## config.mk

```make
export PLATFORM = sky130hd
export DESIGN_NAME = pcg32_random_generator
export DESIGN_NICKNAME = d
export VERILOG_FILES = /design/src/hdl/pcg_pkg.sv /design/src/hdl/pcg_cfg_regs.sv /design/src/hdl/pcg_lcg_step.sv /design/src/hdl/pcg_rem_unit.sv /design/src/hdl/pcg32_random_generator.sv
export SDC_FILE = /design/constraint.sdc
export NUM_CORES = 2
export LEC_CHECK = 0
export ABC_CLOCK_PERIOD_IN_PS = 29100
export BUFFER_PORTS_ARGS = -buffer_cell sky130_fd_sc_hd__buf_2
export CORE_MARGIN = 3
export CORE_UTILIZATION = 60
export DETAILED_ROUTE_END_ITERATION = 10
export GPL_TIMING_DRIVEN = 0
export PLACE_DENSITY = 0.83
export SLEW_MARGIN = 20
export SYNTH_ARGS = -nofsm -noshare
export SYNTH_HDL_FRONTEND = slang
export SYNTH_HIERARCHICAL = 1
export SYNTH_SLANG_ARGS = --single-unit
```

## constraint.sdc

```tcl
create_clock -name clk -period 29.1 [get_ports clk]
set_input_delay 0 -clock clk [delete_from_list [all_inputs] [get_ports clk]]
set_output_delay 0 -clock clk [all_outputs]
set_load 0.02 [all_outputs]
```

## src/hdl/pcg_pkg.sv

```systemverilog
`default_nettype none
package pcg_pkg;

  // Field and register widths
  localparam int unsigned WordW   = 32;
  localparam int unsigned StateW  = 64;
  localparam int unsigned StreamW = 63;
  localparam int unsigned CmdW    = 2;
  localparam int unsigned CfgAddrW = 4;
  localparam int unsigned CfgDataW = 64;

  // LCG multiplier and the state after seeding from seed 0, stream 0
  localparam logic [StateW-1:0] LcgMult    = 64'd6364136223846793005;
  localparam logic [StateW-1:0] ResetState = 64'd6364136223846793006;
  localparam logic [StateW-1:0] ResetInc   = 64'd1;

  // Output permutation shifts
  localparam int unsigned XshShift   = 18;
  localparam int unsigned XshDrop    = 27;
  localparam int unsigned RotShift   = 59;

  // Commands
  typedef enum logic [CmdW-1:0] {
    CMD_RAW     = 2'd0,
    CMD_RANGE_U = 2'd1,
    CMD_RANGE_S = 2'd2,
    CMD_RESEED  = 2'd3
  } cmd_t;

  // Configuration register indexes
  typedef enum logic {
    REG_SEED   = 1'b0,
    REG_STREAM = 1'b1
  } reg_idx_t;

  // Sequencer states
  typedef enum logic [3:0] {
    ST_IDLE,
    ST_DECODE,
    ST_RAW,
    ST_SEED1,
    ST_SEED2,
    ST_LIMIT,
    ST_DRAW,
    ST_TEST,
    ST_REDUCE,
    ST_FINISH
  } fsm_t;

  // Request to the LCG step unit
  typedef struct packed {
    logic              start;
    logic [StateW-1:0] state;
    logic [StateW-1:0] inc;
  } step_req_t;

  // Request to the remainder unit
  typedef struct packed {
    logic             start;
    logic [WordW-1:0] dividend;
    logic [WordW-1:0] divisor;
  } div_req_t;

endpackage
`default_nettype wire

```

## src/hdl/pcg_cfg_regs.sv

```systemverilog
`default_nettype none
module pcg_cfg_regs (
  input  wire logic                              clk,
  input  wire logic                              rst_n,
  input  wire logic                              psel,
  input  wire logic                              penable,
  input  wire logic                              pwrite,
  input  wire logic [pcg_pkg::CfgAddrW-1:0]      paddr,
  input  wire logic [pcg_pkg::CfgDataW-1:0]      pwdata,
  output logic      [pcg_pkg::CfgDataW-1:0]      prdata,
  output logic                                   pready,
  output logic      [pcg_pkg::StateW-1:0]        seed_value,
  output logic      [pcg_pkg::StreamW-1:0]       stream_select
);

  logic [pcg_pkg::StateW-1:0]  seed_r;
  logic [pcg_pkg::StreamW-1:0] stream_r;
  logic                        wr_en;
  pcg_pkg::reg_idx_t           idx;

  // Registers sit at 8-byte spacing
  assign idx    = pcg_pkg::reg_idx_t'(paddr[3]);
  assign wr_en  = psel & penable & pwrite;
  assign pready = 1'b1;

  always_ff @(posedge clk) begin
    if (!rst_n) begin
      seed_r   <= '0;
      stream_r <= '0;
    end else if (wr_en) begin
      case (idx)
        pcg_pkg::REG_SEED:   seed_r   <= pwdata;
        pcg_pkg::REG_STREAM: stream_r <= pwdata[pcg_pkg::StreamW-1:0];
        default: ;
      endcase
    end
  end

  // Read back
  always_comb begin
    case (idx)
      pcg_pkg::REG_SEED:   prdata = seed_r;
      pcg_pkg::REG_STREAM: prdata = {1'b0, stream_r};
      default:             prdata = '0;
    endcase
  end

  assign seed_value    = seed_r;
  assign stream_select = stream_r;

endmodule
`default_nettype wire

```

## src/hdl/pcg_lcg_step.sv

```systemverilog
`default_nettype none
// One LCG step, state * mult + inc mod 2^64, on one shared 32x32 multiplier
// over three passes: lo*lo, lo*hi (low half), hi*lo (low half) plus inc.
module pcg_lcg_step (
  input  wire logic                       clk,
  input  wire logic                       rst_n,
  input  wire pcg_pkg::step_req_t         req,
  output logic                            done,
  output logic [pcg_pkg::StateW-1:0]      result
);

  localparam int unsigned W = pcg_pkg::WordW;

  logic [pcg_pkg::StateW-1:0] a_r;
  logic [pcg_pkg::StateW-1:0] inc_r;
  logic [pcg_pkg::StateW-1:0] acc_r, acc_nxt;
  logic [1:0]                 phase_r;
  logic                       busy_r;
  logic                       done_r;
  logic [W-1:0]               op_a, op_b;
  logic [2*W-1:0]             prod;

  // Operand select per pass
  always_comb begin
    case (phase_r)
      2'd0:    begin op_a = a_r[W-1:0]; op_b = pcg_pkg::LcgMult[W-1:0]; end
      2'd1:    begin op_a = a_r[W-1:0]; op_b = pcg_pkg::LcgMult[2*W-1:W]; end
      default: begin op_a = a_r[2*W-1:W]; op_b = pcg_pkg::LcgMult[W-1:0]; end
    endcase
  end

  assign prod = (2*W)'(op_a) * (2*W)'(op_b);

  // Accumulate partial products
  always_comb begin
    case (phase_r)
      2'd0:    acc_nxt = prod;
      2'd1:    acc_nxt = acc_r + {prod[W-1:0], {W{1'b0}}};
      default: acc_nxt = acc_r + {prod[W-1:0], {W{1'b0}}} + inc_r;
    endcase
  end

  always_ff @(posedge clk) begin
    if (!rst_n) begin
      busy_r  <= 1'b0;
      done_r  <= 1'b0;
      phase_r <= '0;
    end else begin
      done_r <= busy_r && (phase_r == 2'd2);
      if (req.start) begin
        busy_r  <= 1'b1;
        phase_r <= '0;
      end else if (busy_r) begin
        phase_r <= phase_r + 2'd1;
        if (phase_r == 2'd2) busy_r <= 1'b0;
      end
    end
  end

  always_ff @(posedge clk) begin
    if (req.start) begin
      a_r   <= req.state;
      inc_r <= req.inc;
    end
    if (busy_r) acc_r <= acc_nxt;
  end

  assign done   = done_r;
  assign result = acc_r;

endmodule
`default_nettype wire

```

## src/hdl/pcg_rem_unit.sv

```systemverilog
`default_nettype none
// Restoring 32-bit remainder, one quotient bit per cycle.
module pcg_rem_unit (
  input  wire logic                    clk,
  input  wire logic                    rst_n,
  input  wire pcg_pkg::div_req_t       req,
  output logic                         done,
  output logic [pcg_pkg::WordW-1:0]    remainder
);

  localparam int unsigned W  = pcg_pkg::WordW;
  localparam int unsigned CW = $clog2(W);

  logic [W-1:0]  rem_r, rem_nxt;
  logic [W-1:0]  dvd_r;
  logic [W-1:0]  dsr_r;
  logic [CW-1:0] cnt_r;
  logic          busy_r;
  logic          done_r;
  logic [W:0]    shifted;
  logic [W+1:0]  diff;

  // Shift in next dividend bit and try the subtract
  always_comb begin
    shifted = {rem_r, dvd_r[W-1]};
    diff    = {1'b0, shifted} - {2'b00, dsr_r};
    rem_nxt = diff[W+1] ? shifted[W-1:0] : diff[W-1:0];
  end

  always_ff @(posedge clk) begin
    if (!rst_n) begin
      busy_r <= 1'b0;
      done_r <= 1'b0;
      cnt_r  <= '0;
    end else begin
      done_r <= busy_r && (cnt_r == CW'(W-1));
      if (req.start) begin
        busy_r <= 1'b1;
        cnt_r  <= '0;
      end else if (busy_r) begin
        cnt_r <= cnt_r + CW'(1);
        if (cnt_r == CW'(W-1)) busy_r <= 1'b0;
      end
    end
  end

  always_ff @(posedge clk) begin
    if (req.start) begin
      rem_r <= '0;
      dvd_r <= req.dividend;
      dsr_r <= req.divisor;
    end else if (busy_r) begin
      rem_r <= rem_nxt;
      dvd_r <= {dvd_r[W-2:0], 1'b0};
    end
  end

  assign done      = done_r;
  assign remainder = rem_r;

endmodule
`default_nettype wire

```

## src/hdl/pcg32_random_generator.sv

```systemverilog
`default_nettype none
// PCG32 (XSH-RR) generator with raw, unsigned-range, signed-range and reseed
// commands; each accepted command yields one result beat. The 64-bit LCG step
// runs on one 32x32 multiplier over three passes, and ranged draws use a
// bit-serial remainder unit twice per ranged command; each rejected draw costs
// another LCG step. An empty range returns range_error with value 0 and
// leaves the state untouched. The input side is busy while a command is in
// progress; a finished result waits until the output register is free, and
// in_ready rises together with out_valid as the result moves into that
// register. seed_value lives at byte address 0 and stream_select at 8;
// write them only while the block is idle.
module pcg32_random_generator (
  input  wire logic                            clk,
  input  wire logic                            rst_n,
  input  wire logic                            in_valid,
  output logic                                 in_ready,
  input  wire logic [pcg_pkg::CmdW-1:0]        in_cmd,
  input  wire logic [pcg_pkg::WordW-1:0]       in_range_low,
  input  wire logic [pcg_pkg::WordW-1:0]       in_range_high,
  output logic                                 out_valid,
  input  wire logic                            out_ready,
  output logic      [pcg_pkg::WordW-1:0]       out_value,
  output logic                                 out_range_error,
  input  wire logic                            cfg_psel,
  input  wire logic                            cfg_penable,
  input  wire logic                            cfg_pwrite,
  input  wire logic [pcg_pkg::CfgAddrW-1:0]    cfg_paddr,
  input  wire logic [pcg_pkg::CfgDataW-1:0]    cfg_pwdata,
  output logic      [pcg_pkg::CfgDataW-1:0]    cfg_prdata,
  output logic                                 cfg_pready
);

  localparam int unsigned W  = pcg_pkg::WordW;
  localparam int unsigned SW = pcg_pkg::StateW;
  localparam logic [W-1:0] SignBit = {1'b1, {(W-1){1'b0}}};

  pcg_pkg::fsm_t       fsm_r, fsm_nxt;
  pcg_pkg::cmd_t       cmd_r, cmd_nxt;
  logic [W-1:0]        lo_r, lo_nxt;
  logic [W-1:0]        hi_r, hi_nxt;
  logic [W-1:0]        bound_r, bound_nxt;
  logic [W-1:0]        limit_r, limit_nxt;
  logic [W-1:0]        draw_r, draw_nxt;
  logic [W-1:0]        res_val_r, res_val_nxt;
  logic                res_err_r, res_err_nxt;
  logic [SW-1:0]       gen_state_r, gen_state_nxt;
  logic [SW-1:0]       inc_r, inc_nxt;
  logic                out_valid_r, out_valid_nxt;
  logic [W-1:0]        out_value_r, out_value_nxt;
  logic                out_err_r, out_err_nxt;

  logic [SW-1:0]                seed_value;
  logic [pcg_pkg::StreamW-1:0]  stream_select;
  pcg_pkg::step_req_t           step_req;
  logic                         step_done;
  logic [SW-1:0]                step_result;
  pcg_pkg::div_req_t            div_req;
  logic                         div_done;
  logic [W-1:0]                 div_rem;
  logic                         accept;
  logic                         ordered;
  logic                         out_load;
  logic [W-1:0]                 xsh_out;

  // XSH-RR output permutation of a state word
  function automatic logic [W-1:0] xsh_rr(input logic [SW-1:0] s);
    logic [SW-1:0]  mix64;
    logic [W-1:0]   mixed;
    logic [4:0]     rot;
    logic [2*W-1:0] dbl;
    begin
      mix64 = ((s >> pcg_pkg::XshShift) ^ s) >> pcg_pkg::XshDrop;
      mixed = mix64[W-1:0];
      rot   = s[pcg_pkg::RotShift +: 5];
      dbl   = {mixed, mixed} >> rot;
      xsh_rr = dbl[W-1:0];
    end
  endfunction

  pcg_cfg_regs u_cfg (
    .clk           (clk),
    .rst_n         (rst_n),
    .psel          (cfg_psel),
    .penable       (cfg_penable),
    .pwrite        (cfg_pwrite),
    .paddr         (cfg_paddr),
    .pwdata        (cfg_pwdata),
    .prdata        (cfg_prdata),
    .pready        (cfg_pready),
    .seed_value    (seed_value),
    .stream_select (stream_select)
  );

  pcg_lcg_step u_step (
    .clk    (clk),
    .rst_n  (rst_n),
    .req    (step_req),
    .done   (step_done),
    .result (step_result)
  );

  pcg_rem_unit u_rem (
    .clk       (clk),
    .rst_n     (rst_n),
    .req       (div_req),
    .done      (div_done),
    .remainder (div_rem)
  );

  assign in_ready = (fsm_r == pcg_pkg::ST_IDLE);
  assign accept   = in_valid & in_ready;
  assign out_load = !out_valid_r || out_ready;
  assign xsh_out  = xsh_rr(gen_state_r);

  // Range order check, unsigned or signed
  always_comb begin
    if (cmd_r == pcg_pkg::CMD_RANGE_S) ordered = (lo_r ^ SignBit) < (hi_r ^ SignBit);
    else                               ordered = lo_r < hi_r;
  end

  // Next state
  always_comb begin
    fsm_nxt = fsm_r;
    case (fsm_r)
      pcg_pkg::ST_IDLE:   if (accept) fsm_nxt = pcg_pkg::ST_DECODE;
      pcg_pkg::ST_DECODE: begin
        case (cmd_r)
          pcg_pkg::CMD_RAW:    fsm_nxt = pcg_pkg::ST_RAW;
          pcg_pkg::CMD_RESEED: fsm_nxt = pcg_pkg::ST_SEED1;
          default:             fsm_nxt = ordered ? pcg_pkg::ST_LIMIT : pcg_pkg::ST_FINISH;
        endcase
      end
      pcg_pkg::ST_RAW:    if (step_done) fsm_nxt = pcg_pkg::ST_FINISH;
      pcg_pkg::ST_SEED1:  if (step_done) fsm_nxt = pcg_pkg::ST_SEED2;
      pcg_pkg::ST_SEED2:  if (step_done) fsm_nxt = pcg_pkg::ST_FINISH;
      pcg_pkg::ST_LIMIT:  if (div_done)  fsm_nxt = pcg_pkg::ST_DRAW;
      pcg_pkg::ST_DRAW:   if (step_done) fsm_nxt = pcg_pkg::ST_TEST;
      pcg_pkg::ST_TEST:   fsm_nxt = (draw_r >= limit_r) ? pcg_pkg::ST_REDUCE
                                                        : pcg_pkg::ST_DRAW;
      pcg_pkg::ST_REDUCE: if (div_done)  fsm_nxt = pcg_pkg::ST_FINISH;
      pcg_pkg::ST_FINISH: if (out_load)  fsm_nxt = pcg_pkg::ST_IDLE;
      default:            fsm_nxt = pcg_pkg::ST_IDLE;
    endcase
  end

  // Datapath and unit requests
  always_comb begin
    cmd_nxt       = cmd_r;
    lo_nxt        = lo_r;
    hi_nxt        = hi_r;
    bound_nxt     = bound_r;
    limit_nxt     = limit_r;
    draw_nxt      = draw_r;
    res_val_nxt   = res_val_r;
    res_err_nxt   = res_err_r;
    gen_state_nxt = gen_state_r;
    inc_nxt       = inc_r;
    out_valid_nxt = out_valid_r & ~out_ready;
    out_value_nxt = out_value_r;
    out_err_nxt   = out_err_r;
    step_req      = '{start: 1'b0, state: gen_state_r, inc: inc_r};
    div_req       = '{start: 1'b0, dividend: draw_r, divisor: bound_r};

    case (fsm_r)
      pcg_pkg::ST_IDLE: begin
        if (accept) begin
          cmd_nxt = pcg_pkg::cmd_t'(in_cmd);
          lo_nxt  = in_range_low;
          hi_nxt  = in_range_high;
        end
      end
      pcg_pkg::ST_DECODE: begin
        res_val_nxt = '0;
        res_err_nxt = 1'b0;
        case (cmd_r)
          pcg_pkg::CMD_RAW: step_req.start = 1'b1;
          pcg_pkg::CMD_RESEED: begin
            // First seeding step from a zero state
            inc_nxt        = {stream_select, 1'b1};
            step_req.start = 1'b1;
            step_req.state = '0;
            step_req.inc   = {stream_select, 1'b1};
          end
          default: begin
            if (ordered) begin
              // limit = (2^32 - bound) mod bound
              bound_nxt        = hi_r - lo_r;
              div_req.start    = 1'b1;
              div_req.dividend = W'(0) - (hi_r - lo_r);
              div_req.divisor  = hi_r - lo_r;
            end else begin
              res_err_nxt = 1'b1;
            end
          end
        endcase
      end
      pcg_pkg::ST_RAW: begin
        if (step_done) begin
          res_val_nxt   = xsh_out;
          gen_state_nxt = step_result;
        end
      end
      pcg_pkg::ST_SEED1: begin
        if (step_done) begin
          step_req.start = 1'b1;
          step_req.state = step_result + seed_value;
        end
      end
      pcg_pkg::ST_SEED2: begin
        if (step_done) gen_state_nxt = step_result;
      end
      pcg_pkg::ST_LIMIT: begin
        if (div_done) begin
          limit_nxt      = div_rem;
          step_req.start = 1'b1;
        end
      end
      pcg_pkg::ST_DRAW: begin
        if (step_done) begin
          draw_nxt      = xsh_out;
          gen_state_nxt = step_result;
        end
      end
      pcg_pkg::ST_TEST: begin
        // Keep the draw or reject it and step again
        if (draw_r >= limit_r) div_req.start  = 1'b1;
        else                   step_req.start = 1'b1;
      end
      pcg_pkg::ST_REDUCE: begin
        if (div_done) res_val_nxt = lo_r + div_rem;
      end
      pcg_pkg::ST_FINISH: begin
        if (out_load) begin
          out_valid_nxt = 1'b1;
          out_value_nxt = res_val_r;
          out_err_nxt   = res_err_r;
        end
      end
      default: ;
    endcase
  end

  // Control registers
  always_ff @(posedge clk) begin
    if (!rst_n) begin
      fsm_r       <= pcg_pkg::ST_IDLE;
      out_valid_r <= 1'b0;
      gen_state_r <= pcg_pkg::ResetState;
      inc_r       <= pcg_pkg::ResetInc;
    end else begin
      fsm_r       <= fsm_nxt;
      out_valid_r <= out_valid_nxt;
      gen_state_r <= gen_state_nxt;
      inc_r       <= inc_nxt;
    end
  end

  // Payload registers
  always_ff @(posedge clk) begin
    cmd_r       <= cmd_nxt;
    lo_r        <= lo_nxt;
    hi_r        <= hi_nxt;
    bound_r     <= bound_nxt;
    limit_r     <= limit_nxt;
    draw_r      <= draw_nxt;
    res_val_r   <= res_val_nxt;
    res_err_r   <= res_err_nxt;
    out_value_r <= out_value_nxt;
    out_err_r   <= out_err_nxt;
  end

  assign out_valid       = out_valid_r;
  assign out_value       = out_value_r;
  assign out_range_error = out_err_r;

endmodule
`default_nettype wire
```

# After elaboration in Yosys (flattened, before gate mapping)
# Cells that the tools add are included.
[totals]
reg_bits = 786
out_inout_bits = 100
[op_classes]
n_addsub = 9
mul = 1
magnitude_cmp = 3
eq_ne = 22
shift = 1
muxes = 44
bitwise_logic = 11
n_reduce_logical = 26
[op_table]
columns = ["cell", "count"]
rows = [
  ["$pmux W64 S2", 3],
  ["$mux W65", 3],
  ["$add A64 B64 Y64", 3],
  ["$mux W32", 6],
  ["$mux W128", 1],
  ["$mux W64", 2],
  ["$pmux W32 S3", 1],
  ["$lt A32 B32 Y1", 2],
  ["$shr A64 B5 Y32", 1],
  ["$mul A32 B31 Y63", 1],
  ["$xor A46 B59 Y59", 1],
  ["$mux W4", 9],
  ["$pmux W4 S9", 1],
  ["$sub A33 B32 Y34", 1],
  ["$add A32 B32 Y32", 1],
  ["$ge A32 B32 Y1", 1],
  ["$sub A1 B32 Y32 const A", 1],
  ["$sub A32 B32 Y32", 1],
  ["$mux W29", 1],
  ["$eq A4 B3 Y1 const B", 4],
  ["$reduce_and A2 Y1", 8],
  ["$mux W1", 14],
  ["$ne A2 B1 Y1 const B", 7],
  ["$reduce_or A2 Y1", 5],
  ["24 further kinds", 39],
]

# Logic depth before layout (Yosys ltp)
[depth]
ltp_word = 7
ltp_mapped = 50
depth_no_buf = 46

# Hierarchy
# Netlist, hierarchy kept.
[by_module_without_submodules]
columns = ["mod", "instances", "cells_each", "area_each_um2", "seq_area_each_um2"]
rows = [
  ["pcg_lcg_step", 1, 3348, 34599.4, 5845.6],
  ["pcg32_random_generator", 1, 2726, 25349.3, 9489.1],
  ["pcg_rem_unit", 1, 590, 6075.8, 2702.6],
  ["pcg_cfg_regs", 1, 555, 5536.6, 2542.4],
]

# Least setup slack after synthesis
# No wires, ideal clock.
[synth_path]
path_kind = "flip-flop to flip-flop"
from = "register u_step.phase_r[1]"
to = "register u_step.acc_r (netlist bit u_step/result[63]) (data pin)"
setup_ns = 0.138
t_arrival_ns = 10.838
path_slack_ns = 18.124
path_stages_with_launch = 48
cell_sequence = "dfxtp_1 > inv_1 > ha_1 > clkbuf_1 > nor2_1 > buf_1 > mux2i_1 > inv_1 > ha_1 > nor2_1 > fa_1 > inv_1 > fa_1 > inv_1 > fa_1 > inv_1 > fa_1 > inv_1 > [12 not listed] > nand2_1 > xor2_1 > ha_1 > a21oi_1 > o21ai_0 > or4_1 > nand4_1 > ha_1 > clkbuf_1 > nand4_1 > nor2_1 > a211oi_1 > nor2_1 > a211oi_1 > o211a_1 > a211oi_1 > or4_1 > nand4_1"
[synth_via]
elab_chain_cells = 7
word_cells_on_any_way = 9
classes_between = "add/sub (2); mul (1); eq/ne (1); mux (3); reduce/logical (2)"
[synth_lines]
columns = ["item", "line", "rtl"]
rows = [
  ["start, declared", "pcg_lcg_step.sv:17", "logic [1:0] phase_r;"],
  ["start signal, assigned", "pcg_lcg_step.sv:54", "phase_r <= phase_r + 2'd1;"],
  ["$eq A2 B1 Y1 / $logic_not A2 Y1 (equally long branches)", "pcg_lcg_step.sv:25, pcg_lcg_step.sv:36", ""],
  ["$reduce_or A2 Y1 (no source line)", "--", ""],
  ["$mux W32", "pcg_lcg_step.sv:25", "case (phase_r)"],
  ["$mul A32 B31 Y63", "pcg_lcg_step.sv:32", "assign prod = (2*W)'(op_a) * (2*W)'(op_b);"],
  ["$add A64 B64 Y64", "pcg_lcg_step.sv:38, pcg_lcg_step.sv:39", ""],
  ["$add A64 B64 Y64", "pcg_lcg_step.sv:39", "default: acc_nxt = acc_r + {prod[W-1:0], {W{1'b0}}} + inc_r;"],
  ["$pmux W64 S2 *", "pcg_lcg_step.sv:36", "case (phase_r)"],
  ["named net u_step.acc_nxt (one bit)", "pcg_lcg_step.sv:16", "logic [pcg_pkg::StateW-1:0] acc_r, acc_nxt;"],
  ["end signal, assigned", "pcg_lcg_step.sv:65", "if (busy_r) acc_r <= acc_nxt;"],
  ["end, declared", "pcg_lcg_step.sv:16", ""],
]
# The timed path passes the listed nets; every way through them passes the cells marked *.
# A chain may end at the register's enable or synchronous reset.

# Worst setup path after layout
# Same ends and word-level chain as after synthesis.

==> results by group <==
Logic synthesis
  – FFs w/ async S/R, synth: 0%
  – Top-area cell type share of the netlist area: 20.3%
  – Mapped Area: 71600 sq um
  – Syn Area/Cell: 9.91 sq um
  – Gate Count Post-Synth: 7219
  – Number of distinct library cells after synthesis: 117
  – Leading area contributor after synthesis: edfxtp_1
  – Seq/Total Area, Yosys: 28.8%
  – Top cells by area, synth: edfxtp_1, fa_1, ha_1, dfxtp_1, inv_1
  – Number of synthesized flops with an enable pin: 484
  – Yosys reg bits: 786
  – Top FF cell, synth: edfxtp_1
  – Ys Warns: 6

Global routing
  – Gr ovfl total: 0
  – Global-route wire length before repair: 376 mm
  – Met1 Use GR: 57.5%
  – Gr busiest metal: met2
  – Overall global routing resource usage: 41.5%
  – Largest net degree at the start of global routing: 62
  – Met3 Usage GRT: 13.3%
  – Initial antenna violation count: 21
  – Met2 usage: 59.3%
  – Vias in the first global route: 58700

Die
  – Core box area: 118000 sq um
  – DIE AREA: 123000 sq um
  – Die width: 351 um
  – Io pins: 241
  – Die height: 351 um
  – # rows: 126
  – Initial core utilization: 60.5%

Layout
  – Commonest non-fill, non-tap cell in the layout: inv_1
  – Layout area overhead: 11.4%
  – Commonest cells after routing, fill and taps aside: inv_1, ha_1, nand2_1
  – Fillers: 8909
  – Layout cells sized above 1: 10.6%
  – Final nets: 9201
  – Finished layout cell area: 79700 sq um
  – Storage cell area: 20600 sq um
  – Multi-input gate area: 46900 sq um

Setup path
  – CP Launch Type: flop
  – Crit. Startpoint: u_step/phase_r[1]
  – Cell mode on critical path: fa_1
  – WP data arrival: 15200 ps
  – CP endpoint: u_step/result[63]
  – Type of the worst setup path: flop to flop
  – R2r startpoint: u_step/phase_r[1]
  – Endpoint type of the worst setup path: flop
  – FF-to-FF path depth: 41
  – R2R Path End: u_step/result[63]
  – Critical path's largest stage delay: 940 ps
  – Crit path required time: 29510 ps
  – R2R Setup Slk: 14310 ps
  – CP Max Fanout: 10
  – Slowest stage cell, crit path: mux2i_1

STA
  – Worst Tran Pin Value: 1290 ps
  – Final Hold Viols: 0
  – Final Slew Violations: 0
  – RSZ-0062 raised after global routing: no
  – Fin Clk Skew: 37.7 ps
  – Hold slack: 26.4 ps
  – Final setup violation count: 0
  – Setup TNS: 0 ps
  – FMAX: 0.0676 GHz
  – Minimum clock period after layout: 14790 ps
  – Tcrit/Tclk final: 50.8%
  – Headroom to the max-slew limit: 13.1%

Clocking
  – Skew-Pair Late Insertion Delay: 700 ps
  – Post-CTS Setup Inserts: 0
  – CTS resizes: 0
  – # hold bufs at CTS: 139
  – Root buffer cell: clkbuf_16
  – Reg clk slew, reported paths: 70 ps
  – H-tree depth: 3
  – CTS Buffer Depth: 3
  – # clock sinks: 786
  – Number of CTS-inserted buffers: 85
  – CTS tree: built

Placed design
  – Post-placement cell area: 75200 sq um
  – Port bufs: 236
  – RePlAce Congestion: 1.06
  – Detailed Place HPWL: 209 mm

Status
  – Status: complete, no violations

Route
  – Antenna viol nets, final: 0
  – Per-cell routed wire length: 27.8 um
  – First drt pass iteration count: 7
  – Routed WL: 260 mm
  – Via-per-instance ratio: 6.41
  – Routed vias: 60000
  – DRC Markers: 0
  – DRT iter0 DRCs: 7343

Job
  – Max-cap violations: 0

Min path
  – Hold Crit Class: primary input to flop
cells in the mapped netlist (15+ instances only):
library cell  count
mux2_2          233
o211ai_1         39
edfxtp_1        484
and4_1           17
a21o_1          212
and3_1           45
a22o_1           35
a31oi_1          34
nand3_1         108
inv_1           817
or2_2            37
nand2b_1         50
nand4_1          84
mux2i_1         229
a211o_1          20
a211oi_1         50
nor3_1           61
a22oi_1          17
and2_1          120
o21bai_1         62
o21ai_0         298
nand2_1         739
or3_1            21
nor2b_1          53
ha_1            766
o21ai_1          16
a21oi_1         393
clkbuf_1        240
xor2_1          138
fa_1            550
nor4_1           15
buf_1            25
dfxtp_1         302
o31ai_1          25
nor2_1          303
xnor2_1         184
a21boi_0         40
o21a_1           42
o221ai_1         18
final cells by class:
| cell class | instances | share of cell area [%] |
|---|---|---|
| flip-flops and latches | 786 | 25.8 |
| diodes | 7 | 0.0220 |
| well taps | 1536 | 2.41 |
| clock buffers | 107 | 2.91 |
| multi-input cells | 5338 | 58.8 |
| repair buffers | 409 | 3.67 |
| inverters | 822 | 3.87 |
| clock inverters | 53 | 0.902 |
| plain buffers | 302 | 1.63 |
critical path: cells and delay by family (launching register included):
| kind | cells | cell delay [ps] |
|---|---|---|
| AOI/OAI and AO/OA | 3 | 1060 |
| xor gates and xnor gates | 2 | 1140 |
| adders and majority gates | 12 | 5500 |
| buffers and inverters | 12 | 3210 |
| DFF | 1 | 360 |
| muxes | 1 | 940 |
| and+or+nand+nor | 11 | 2280 |
registers in the layout, summed over array words and instances (netlist names), 63 cells and up:
signal and flops:
gen_state_r 64, u_cfg/seed_value 64, u_step/a_r 64, u_step/inc_r 64, u_step/result 64, inc_r 63, u_cfg/stream_select 63
how the worst min path moves through the flow:
stage | start | end | slack [ps] | cells past startpoint
after floorplan | in_cmd[0] | cmd_r[0] | 100 | 0
after global placement | in_range_low[5] | lo_r[5] | 180 | 1
after detailed placement | in_range_low[27] | lo_r[27] | 180 | 1
after CTS | in_range_low[10] | lo_r[10] | 5 | 2
after global routing | in_range_low[4] | lo_r[4] | 30 | 2
final | in_range_high[0] | hi_r[0] | 30 | 2
logic make-up after synthesis:
group / count (synthesis) / synth area share [%]
adder cells (fa/ha/maj): 1316 / 28.8
flip-flops: 786 / 28.8
buffers and inverters: 1124 / 6.12
AND/OR/NAND/NOR: 1711 / 11.3
other: 4 / 0.0210
multiplexers: 480 / 7.28
XOR/XNOR: 322 / 3.94
AO/OA/AOI/OAI: 1476 / 13.8
through the flow:
stage               utilization, %  setup slack [ps]  instances
floorplan                        -             18120       7248
global placement              63.2             14860       9020
detailed placement            63.6             14830       9054
CTS                           67.4             14730       9353
global route                  67.4             14150       9353
finish                        67.4             14310       9360
per-layer routing:
| layer | part of all wire, % | wire length [um] |
|---|---|---|
| met4 | 5.1 | 13300 |
| met2 | 41 | 108000 |
| met3 | 14 | 35600 |
| met1 | 40 | 104000 |
| met5 | 0.055 | 143 |
Power is left out: the tool's default activity adds up to more than one toggle a clock period on the data nets, which glitch-free logic cannot reach.
